--- src/sv/s2a_pkg.sv ---
package s2a_pkg;

    localparam int NUM_POS = 5;
    localparam logic [6:0] CHAR_ZERO  = 7'd48;
    localparam logic [6:0] CHAR_MINUS = 7'd45;
    localparam logic [2:0] LAST_POS   = 3'(NUM_POS - 1);

    typedef struct packed {
        logic        neg;
        logic [15:0] mag;
    } item_t;

    // k times the power of ten for one digit position, k = 0..9
    typedef logic [9:0][16:0] mult_row_t;

    function automatic mult_row_t build_row(input int p);
        mult_row_t r;
        int pw;
        pw = 1;
        for (int i = 0; i < NUM_POS - 1 - p; i++)
        begin
            pw = pw * 10;
        end
        for (int k = 0; k < 10; k++)
        begin
            r[k] = 17'(k * pw);
        end
        return r;
    endfunction

    localparam mult_row_t MULT_TABLE [NUM_POS] = '{
        build_row(0), build_row(1), build_row(2), build_row(3), build_row(4)
    };

endpackage

--- src/sv/s2a_front.sv ---
module s2a_front (
    input  logic            clk,
    input  logic            rst_n,
    input  logic            start,
    input  logic [15:0]     value,
    output logic            busy,
    output logic            q_valid,
    output s2a_pkg::item_t  q_item,
    input  logic            q_pop
);
    import s2a_pkg::*;

    item_t       entry_reg [2];
    logic        wr_ptr_reg, wr_ptr_next;
    logic        rd_ptr_reg, rd_ptr_next;
    logic [1:0]  count_reg, count_next;
    item_t       classified;
    logic        push;
    logic        pop;

    // split sign and magnitude; the most negative value wraps to 0x8000, which is its magnitude
    always_comb
    begin
        classified.neg = value[15];
        classified.mag = value[15] ? 16'(-value) : value;
    end

    assign busy    = (count_reg == 2'd2);
    assign push    = start && !busy;
    assign q_valid = (count_reg != 2'd0);
    assign pop     = q_pop && q_valid;
    assign q_item  = entry_reg[rd_ptr_reg];

    always_comb
    begin
        wr_ptr_next = push ? ~wr_ptr_reg : wr_ptr_reg;
        rd_ptr_next = pop ? ~rd_ptr_reg : rd_ptr_reg;
        count_next  = count_reg + 2'(push) - 2'(pop);
    end

    always_ff @(posedge clk or negedge rst_n)
    begin
        if (!rst_n)
        begin
            wr_ptr_reg <= 1'b0;
            rd_ptr_reg <= 1'b0;
            count_reg  <= 2'd0;
        end
        else
        begin
            wr_ptr_reg <= wr_ptr_next;
            rd_ptr_reg <= rd_ptr_next;
            count_reg  <= count_next;
        end
    end

    always_ff @(posedge clk)
    begin
        if (push)
        begin
            entry_reg[wr_ptr_reg] <= classified;
        end
    end

endmodule

--- src/sv/s2a_back.sv ---
module s2a_back (
    input  logic            clk,
    input  logic            rst_n,
    input  logic            q_valid,
    input  s2a_pkg::item_t  q_item,
    output logic            q_pop,
    output logic            strobe,
    output logic [6:0]      ascii_char,
    output logic            last_char
);
    import s2a_pkg::*;

    logic        active_reg, active_next;
    logic        sign_reg, sign_next;
    logic        started_reg, started_next;
    logic [2:0]  pos_reg, pos_next;
    logic [15:0] rem_reg, rem_next;
    logic        strobe_reg, strobe_next;
    logic [6:0]  char_reg, char_next;
    logic        last_reg, last_next;

    mult_row_t   row;
    logic [3:0]  digit;
    logic [16:0] sub;
    logic        finishing;

    assign row = MULT_TABLE[pos_reg];

    // largest multiple of the current power that fits in the remainder
    always_comb
    begin
        digit = 4'd0;
        for (int k = 1; k < 10; k++)
        begin
            if ({1'b0, rem_reg} >= row[k])
            begin
                digit = 4'(k);
            end
        end
        sub = row[digit];
    end

    assign finishing = active_reg && !sign_reg && (pos_reg == LAST_POS);
    assign q_pop     = q_valid && (!active_reg || finishing);

    always_comb
    begin
        active_next  = active_reg;
        sign_next    = sign_reg;
        started_next = started_reg;
        pos_next     = pos_reg;
        rem_next     = rem_reg;
        strobe_next  = 1'b0;
        char_next    = char_reg;
        last_next    = last_reg;

        if (active_reg)
        begin
            if (sign_reg)
            begin
                strobe_next = 1'b1;
                char_next   = CHAR_MINUS;
                last_next   = 1'b0;
                sign_next   = 1'b0;
            end
            else
            begin
                // drop leading zeros, but always give the units digit
                strobe_next  = (digit != 4'd0) || started_reg || (pos_reg == LAST_POS);
                char_next    = CHAR_ZERO + 7'(digit);
                last_next    = (pos_reg == LAST_POS);
                started_next = started_reg || (digit != 4'd0);
                rem_next     = rem_reg - sub[15:0];
                // hold the position on the units digit so the table index stays in range
                pos_next     = finishing ? pos_reg : pos_reg + 3'd1;
                if (finishing)
                begin
                    active_next = 1'b0;
                end
            end
        end

        if (q_pop)
        begin
            active_next  = 1'b1;
            sign_next    = q_item.neg;
            started_next = 1'b0;
            pos_next     = 3'd0;
            rem_next     = q_item.mag;
        end
    end

    always_ff @(posedge clk or negedge rst_n)
    begin
        if (!rst_n)
        begin
            active_reg  <= 1'b0;
            sign_reg    <= 1'b0;
            started_reg <= 1'b0;
            pos_reg     <= 3'd0;
            strobe_reg  <= 1'b0;
        end
        else
        begin
            active_reg  <= active_next;
            sign_reg    <= sign_next;
            started_reg <= started_next;
            pos_reg     <= pos_next;
            strobe_reg  <= strobe_next;
        end
    end

    always_ff @(posedge clk)
    begin
        rem_reg  <= rem_next;
        char_reg <= char_next;
        last_reg <= last_next;
    end

    assign strobe     = strobe_reg;
    assign ascii_char = char_reg;
    assign last_char  = last_reg;

`ifndef NO_ASSERTIONS
    a_units_closes: assert property (@(posedge clk) disable iff (!rst_n)
        finishing |=> (strobe_reg && last_reg))
        else $error("units digit not emitted as final item");

    a_idle_quiet: assert property (@(posedge clk) disable iff (!rst_n)
        !active_reg |=> !strobe_reg)
        else $error("item emitted while back end idle");

    a_last_is_digit: assert property (@(posedge clk) disable iff (!rst_n)
        (strobe_reg && last_reg) |-> (char_reg != CHAR_MINUS))
        else $error("sign flagged as final item");

    a_pos_range: assert property (@(posedge clk) disable iff (!rst_n)
        active_reg |-> (pos_reg <= LAST_POS))
        else $error("digit position out of range");
`endif

endmodule

--- src/sv/signed_int_to_decimal_ascii.sv ---
// Renders each signed 16-bit value as decimal ASCII text, one character per
// strobe cycle, with last_char marking the final character; the receiver
// cannot stall, so every strobe must be taken. A value is accepted when start
// is high and busy is low; a two-entry queue holds accepted values while the
// digit unit works. The digit unit takes the sign of a negative value as a
// step of its own and then each of the five digit positions in turn (leading
// zeros give no strobe), and a queued value starts straight after the last
// position. When the digit unit is idle, an accepted value passes through the
// queue entry and the digit unit's registers before its first character is
// registered; each suppressed leading zero of a positive value delays it further.
module signed_int_to_decimal_ascii (
    input  logic        clk,
    input  logic        rst_n,
    input  logic        start,
    output logic        busy,
    input  logic [15:0] value,
    output logic        strobe,
    output logic [6:0]  ascii_char,
    output logic        last_char
);
    import s2a_pkg::*;

    logic  q_valid;
    logic  q_pop;
    item_t q_item;

    s2a_front u_front (
        .clk     (clk),
        .rst_n   (rst_n),
        .start   (start),
        .value   (value),
        .busy    (busy),
        .q_valid (q_valid),
        .q_item  (q_item),
        .q_pop   (q_pop)
    );

    s2a_back u_back (
        .clk        (clk),
        .rst_n      (rst_n),
        .q_valid    (q_valid),
        .q_item     (q_item),
        .q_pop      (q_pop),
        .strobe     (strobe),
        .ascii_char (ascii_char),
        .last_char  (last_char)
    );

endmodule

--- config.mk ---
export PLATFORM = sky130hd
export DESIGN_NAME = signed_int_to_decimal_ascii
export DESIGN_NICKNAME = d
export VERILOG_FILES = /design/src/sv/s2a_pkg.sv /design/src/sv/s2a_front.sv /design/src/sv/s2a_back.sv /design/src/sv/signed_int_to_decimal_ascii.sv
export SDC_FILE = /design/constraint.sdc
export NUM_CORES = 1
export LEC_CHECK = 0
export BUFFER_PORTS_ARGS = -buffer_cell sky130_fd_sc_hd__buf_2
export CELL_PAD_IN_SITES_DETAIL_PLACEMENT = 0
export CELL_PAD_IN_SITES_GLOBAL_PLACEMENT = 1
export CORE_MARGIN = 1.5
export CORE_UTILIZATION = 44
export DETAILED_ROUTE_END_ITERATION = 6
export PLACE_DENSITY = 0.77
export SKIP_CTS_REPAIR_TIMING = 1
export SLEW_MARGIN = 15
export SYNTH_ARGS = -nofsm -noshare
export SYNTH_HDL_FRONTEND = slang
export SYNTH_SLANG_ARGS = --single-unit
--- constraint.sdc ---
create_clock -name clk -period 5.7 [get_ports clk]
set_input_delay 1.14 -clock clk [delete_from_list [all_inputs] [get_ports clk]]
set_output_delay 1.14 -clock clk [all_outputs]
set_load 0.1 [all_outputs]
Word-level counts from Yosys, hierarchy flattened --
Memory sizes are Yosys's and may differ from the RTL's. Cells that the tools add are included.
Word-level totals: bits in latches 0, logic and storage cells 87, RAM bits 34, memories 2, ROM bits 1360, input bits 19, bits in registers 35
Memory list:
- (name not given) | words 8, bits a word 170, rd ports 1, clocked after Yosys merged registers in 0, write ports 0, RTL line s2a_back.sv:27 | assign row = MULT_TABLE[pos_reg];
- u_front.entry_reg | words 2, bits a word 17, rd ports 1, clocked after Yosys merged registers in 0, write ports 1, RTL line s2a_front.sv:13 | item_t entry_reg [2];
Cells by class: muxes and demuxes 34, order comparisons 11, multipliers 0, add/sub/neg operators 6, reductions and logical operators 16, eq/ne operators 4, div/mod/pow operators 0, shift operators 0, bitwise logic cells 3
Operators with widths (count):
- two-way mux 170 bit | 2
- greater-or-equal comparator 16 x 17 -> 1 bit | 9
- two-way mux 16 bit | 5
- binary-select mux 17 bit (select 4 bit) | 1
- two-way mux 4 bit | 8
- negator 16 bit | 1
- subtractor 16 bit | 1
- two-way mux 1 bit | 14
- two-way mux 3 bit | 4
- adder 6 x 4 -> 7 bit, first input constant | 1
- logical AND 1 bit | 5
- less-than comparator 4 x 5 -> 1 bit, second input constant | 1
- greater-or-equal comparator 4 bit, second input constant | 1
- != test 2 bit, second input constant | 2
- inverter 3 -> 4 bit | 1
- nonzero test 2 bit | 2
- nonzero test 4 bit | 1
- adder 3 x 1 -> 3 bit, second input constant | 1
- == test 3 bit, second input constant | 1
- zero test 1 bit | 3
- logical OR 1 bit | 3
- AND reduction 3 bit | 1
- adder 2 x 1 -> 2 bit | 1
- == test 2 bit, second input constant | 1
- other kinds (3) | 4

Depth between registers and ports, before layout --
depth in word-level cells 20, gate-level depth with buffers 31

By module --
From an unflattened synthesis, not the netlist that was laid out.
Second synthesis, totals: cell total of the unflattened synthesis 739, area, all modules 6784.0 um^2
By module, submodules not included:
- s2a_back | cells an instance 620, times used 1, area an instance 4986.0 um^2
- s2a_front | cells an instance 119, times used 1, area an instance 1798.0 um^2

Least setup slack after synthesis --
No wires, ideal clock.
path type flip-flop to flip-flop, start point register u_back.pos_reg[0], end point register u_back.rem_reg[14] (data pin), arrival 5994 ps, library setup time 270 ps, data required time 5430 ps, clock period less this slack 6264 ps, buffers on the path 4, slack -564 ps, cell stages (with the launch flop) 30, cells stage by stage dfrtp_1 > clkbuf_1 > inv_1 > ha_1 > nor2b_1 > buf_2 > inv_1 > ha_1 > and4b_1 > nand3_1 > o21ai_0 > or3b_1 > buf_2 > or4_4 > buf_6 > a21oi_2 > o21ai_0 > a221oi_1 > o21ai_1 > ha_1 > nor2b_1 > o21ai_0 > a21boi_0 > o21ai_0 > a21boi_0 > o21ai_0 > a21oi_1 > o311ai_0 > a2111o_1 > o211ai_1
On the way: longest elaborated chain between the ends 20
Ends and longest elaborated chain:
- from (decl) | RTL line s2a_back.sv:16 | logic [2:0] pos_reg, pos_next;
- from (signal assigned) | RTL line s2a_back.sv:108 | pos_reg <= pos_next;
- inverter 3 -> 4 bit (not written as such) | RTL line s2a_back.sv:27
- memory read (8 x 170 bit)
- two-way mux 170 bit (not written as such) (2 in a row) | RTL line s2a_back.sv:27
- greater-or-equal comparator 16 x 17 -> 1 bit | RTL line s2a_back.sv:35 | if ({1'b0, rem_reg} >= row[k])
- two-way mux 1 bit | RTL line s2a_back.sv:35
- two-way mux 4 bit (8 in a row) | RTL line s2a_back.sv:35
- binary-select mux 17 bit (select 4 bit) | RTL line s2a_back.sv:40 | sub = row[digit];
- two-way mux 16 bit (not written as such) | RTL line s2a_back.sv:40
- subtractor 16 bit | RTL line s2a_back.sv:73 | rem_next = rem_reg - sub[15:0];
- two-way mux 16 bit | RTL line s2a_back.sv:59 | if (sign_reg)
- two-way mux 16 bit | RTL line s2a_back.sv:57 | if (active_reg)
- two-way mux 16 bit * | RTL line s2a_back.sv:83 | if (q_pop)
- via u_back.rem_next[14] | RTL line s2a_back.sv:17 | logic [15:0] rem_reg, rem_next;
- to (signal assigned) | RTL line s2a_back.sv:115 | rem_reg <= rem_next;
- to (decl) | RTL line s2a_back.sv:17
The timed path passes the listed nets; every way through them passes the cells marked *. The select of a mux whose other input is x is not followed. A chain may end at the register's enable or synchronous reset.

Worst setup path in the final report --
start point register u_back.pos_reg[1], end point register u_back.rem_reg[14] (data pin)
The elaborated chain is that of the path after synthesis.

==> out/qor.csv <==
stage;metric;value;unit
yosys;asr flop ratio synth;0.1642;
setup_path;r2r setup slk;-0.22;ns
yosys;share of Yosys cell area claimed by the top area cell type;0.2504;
yosys;Syn Nets;876;
timing;Final Hold Fails;0;
cells_and_area;n_diodes;0;
cells_and_area;Area Overhead vs Synth;35.90;%
yosys;Mean Syn Cell Area;8.883;µm²
cells_and_area;final core occ;0.6209;
global_routing;largest net degree at the start of global routing;25;
cells_and_area;nets;1065;
timing;# setup viols final;6;
timing;Worst-Margin Slew;0.7644;ns
cts;CTS sink cnt;67;
timing;Tcrit/Tclk final;1.039;
worst_hold_path;WHS Path Cells;1;
cts;H-tree depth;3;
timing;RSZ-0062 raised after global routing;true;
timing;final hold slack;0.4956;ns
floorplan;placeable core area;14700;µm²
drt;Vias/cell;6.078;
drt;Vias;6893;
cells_and_area;fillers;1261;
floorplan;Placement Rows;44;
yosys;Cells after Synth;756;
placed_design;gpl congestion;1.007;
setup_path;Worst Path Max Fanout;5;
yosys;Cell variety after synth;75;
setup_path;Critical Path Start Type;flop;
global_routing;vias in the first global route;6622;
timing;worst-case clock skew;0.007392;ns
yosys;synthesized cell area;6715;µm²
yosys;Synth area leaders;edfxtp_1 25%, ha_1 19%, a21oi_1 4.6%;
setup_path;Worst Reg-to-Reg Cells;27;
global_routing;first-pass GRT wire length;36000;µm
floorplan;Die Height;126.5;µm
run_status;failing checks;DRC, setup timing;
timing;min cycle time layout;5.921;ns
timing;Setup TNS;-0.6738;ns
cts;CTS tree;yes;
drt;Detailed Route WL;23680;µm
yosys;dominant synthesized flop cell;edfxtp_1;
cts;Skew-Pair Late Insertion Delay;0.33;ns
setup_path;kind of critical path;flop to flop;
placed_design;DP Wirelength;18820;µm
cts;clock buffer depth;2;
yosys;Seq/Total Area, Yosys;0.2914;
floorplan;Initial Utilization;0.4568;
timing;Fmax;168.9;MHz
floorplan;Die ar.;16010;µm²
cells_and_area;proportion of layout cells with a drive suffix above 1;0.3305;
floorplan;Top-Level Pins;29;
cts;CTS clk-pin slew, worst paths;0.06;ns
setup_path;CP max-delay cell;or4_4;
yosys;area leader, netlist;edfxtp_1;
global_routing;Tot GR Track Use;0.2924;
drt;Pre-antenna DRT Iters;7;
global_routing;overflow left after global routing;0;
global_routing;initial antenna violation count;0;
placed_design;Setup Slack @ Placement;-0.5140;ns
yosys;Post-synth EDFFs;56;
run;Max Cap Viol;0;
timing;post-route setup slack;-0.2210;ns
floorplan;die width;126.5;µm
setup_path;CP max stage delay;0.63;ns
yosys;register bit total from synthesis;67;
drt;drt wl/cell;20.89;µm
timing;max-slew violation count;0;
worst_hold_path;HP Class;flop to flop;
placed_design;PortBufs;26;
setup_path;Critical Path Sink Type;flop;
cts;root buffer cell;clkbuf_16;
setup_path;arrival time at the worst endpoint;6.09;ns
setup_path;CP most frequent cell;o21ai_1;
cts;total CTS buffers;9;
timing;Relative slew margins;0.4904;
drt;post-route ant nets;0;
run_status;status;complete, but fails checks;
drt;final routed DRC violation total;4;
setup_path;required time of the worst setup path;5.87;ns
cells_and_area;Largest register FFs;34;
drt;initial drt markers;538;
yosys;total number of yosys warnings;0;
## cells in the mapped netlist, drive strengths merged (8+ instances only)
master and instances:
ha 100, a21oi 65, nand2 64, edfxtp 56
o21ai 50, nor2 49, inv 36, nand3 26
xnor2 24, a211oi 19, nor3 17, buf 16
o211ai 16, mux2i 15, clkbuf 12, nor2b 12
dfrtp 11, nand2b 11, nand4 10, a31oi 9
a21o 8
## logic make-up (layout without fill, tap and decap cells)
kind of cell / count (synthesis) / in the layout / share of synthesized area
mux: 19 / 19 / 0.02907
flops: 67 / 67 / 0.2914
other cells: 2 / 2 / 0.001118
simple gates: 234 / 234 / 0.1759
xor+xnor: 29 / 29 / 0.03782
fa+ha+maj: 101 / 101 / 0.1893
buf+inv: 65 / 259 / 0.04118
compound gates: 239 / 239 / 0.2342
## routing by layer
| metal | track usage | wire (µm) | vias to the layer above |
|---|---|---|---|
| li1 | - | - | 3280 |
| met1 | 0.3806 | 10280 | 3300 |
| met2 | 0.4770 | 11110 | 253 |
| met3 | 0.05356 | 1392 | 60 |
| met4 | 0.1271 | 903 | 0 |
| met5 | 0 | 0 | - |
## final timing paths
| kind | start | endpoint |
|---|---|---|
| worst max-delay path | u_back.pos_reg[1] | u_back.rem_reg[14] |
| worst min-delay path | u_front.wr_ptr_reg | u_front.wr_ptr_reg |
| worst max register to register | u_back.pos_reg[1] | u_back.rem_reg[14] |
| worst min register to register | u_front.wr_ptr_reg | u_front.wr_ptr_reg |
| max in group asynchronous | rst_n | u_back.pos_reg[0] |
| min in group asynchronous | rst_n | u_back.pos_reg[1] |
## critical path, delay by kind of cell, from the launching register on
kind / cells / cell delay [ns]
and+or+nand+nor: 6 / 1.82
adders and majority gates: 3 / 0.65
DFF: 1 / 0.42
buffers and inverters: 4 / 0.46
AOI/OAI and AO/OA: 14 / 2.39
## cell usage in the layout (no fill, tap or decap), types with 16 or more instances in the layout
cell	instances
o211ai_1	16
edfxtp_1	56
xnor2_1	24
ha_1	90
inv_1	30
nand3_1	26
buf_2	26
nand2_1	61
a21oi_1	51
o21ai_0	34
nor2_1	45
a211oi_1	16
buf_4	169
## stage by stage
step           area (µm²)  cells
2_1_floorplan        6783    756
3_3_place_gp         8205   1100
3_5_place_dp         8205   1100
4_1_cts              8537   1116
5_1_grt              9126   1134
6_report             9126   1134
## layout make-up
cell class,instances,area [µm²],share of cell area
Timing Repair Buffer,206,1531,0.1678
Clock buffer,12,279.0,0.03057
Multi-Input combinational cell,624,4930,0.5402
Tap cell,184,230.2,0.02523
Sequential cell,67,1958,0.2146
Inverter,37,145.1,0.01590
Clock inverter,4,52.55,0.005758
Power is left out: the tool's default activity adds up to more than one toggle a clock period on the data nets, which glitch-free logic cannot reach.
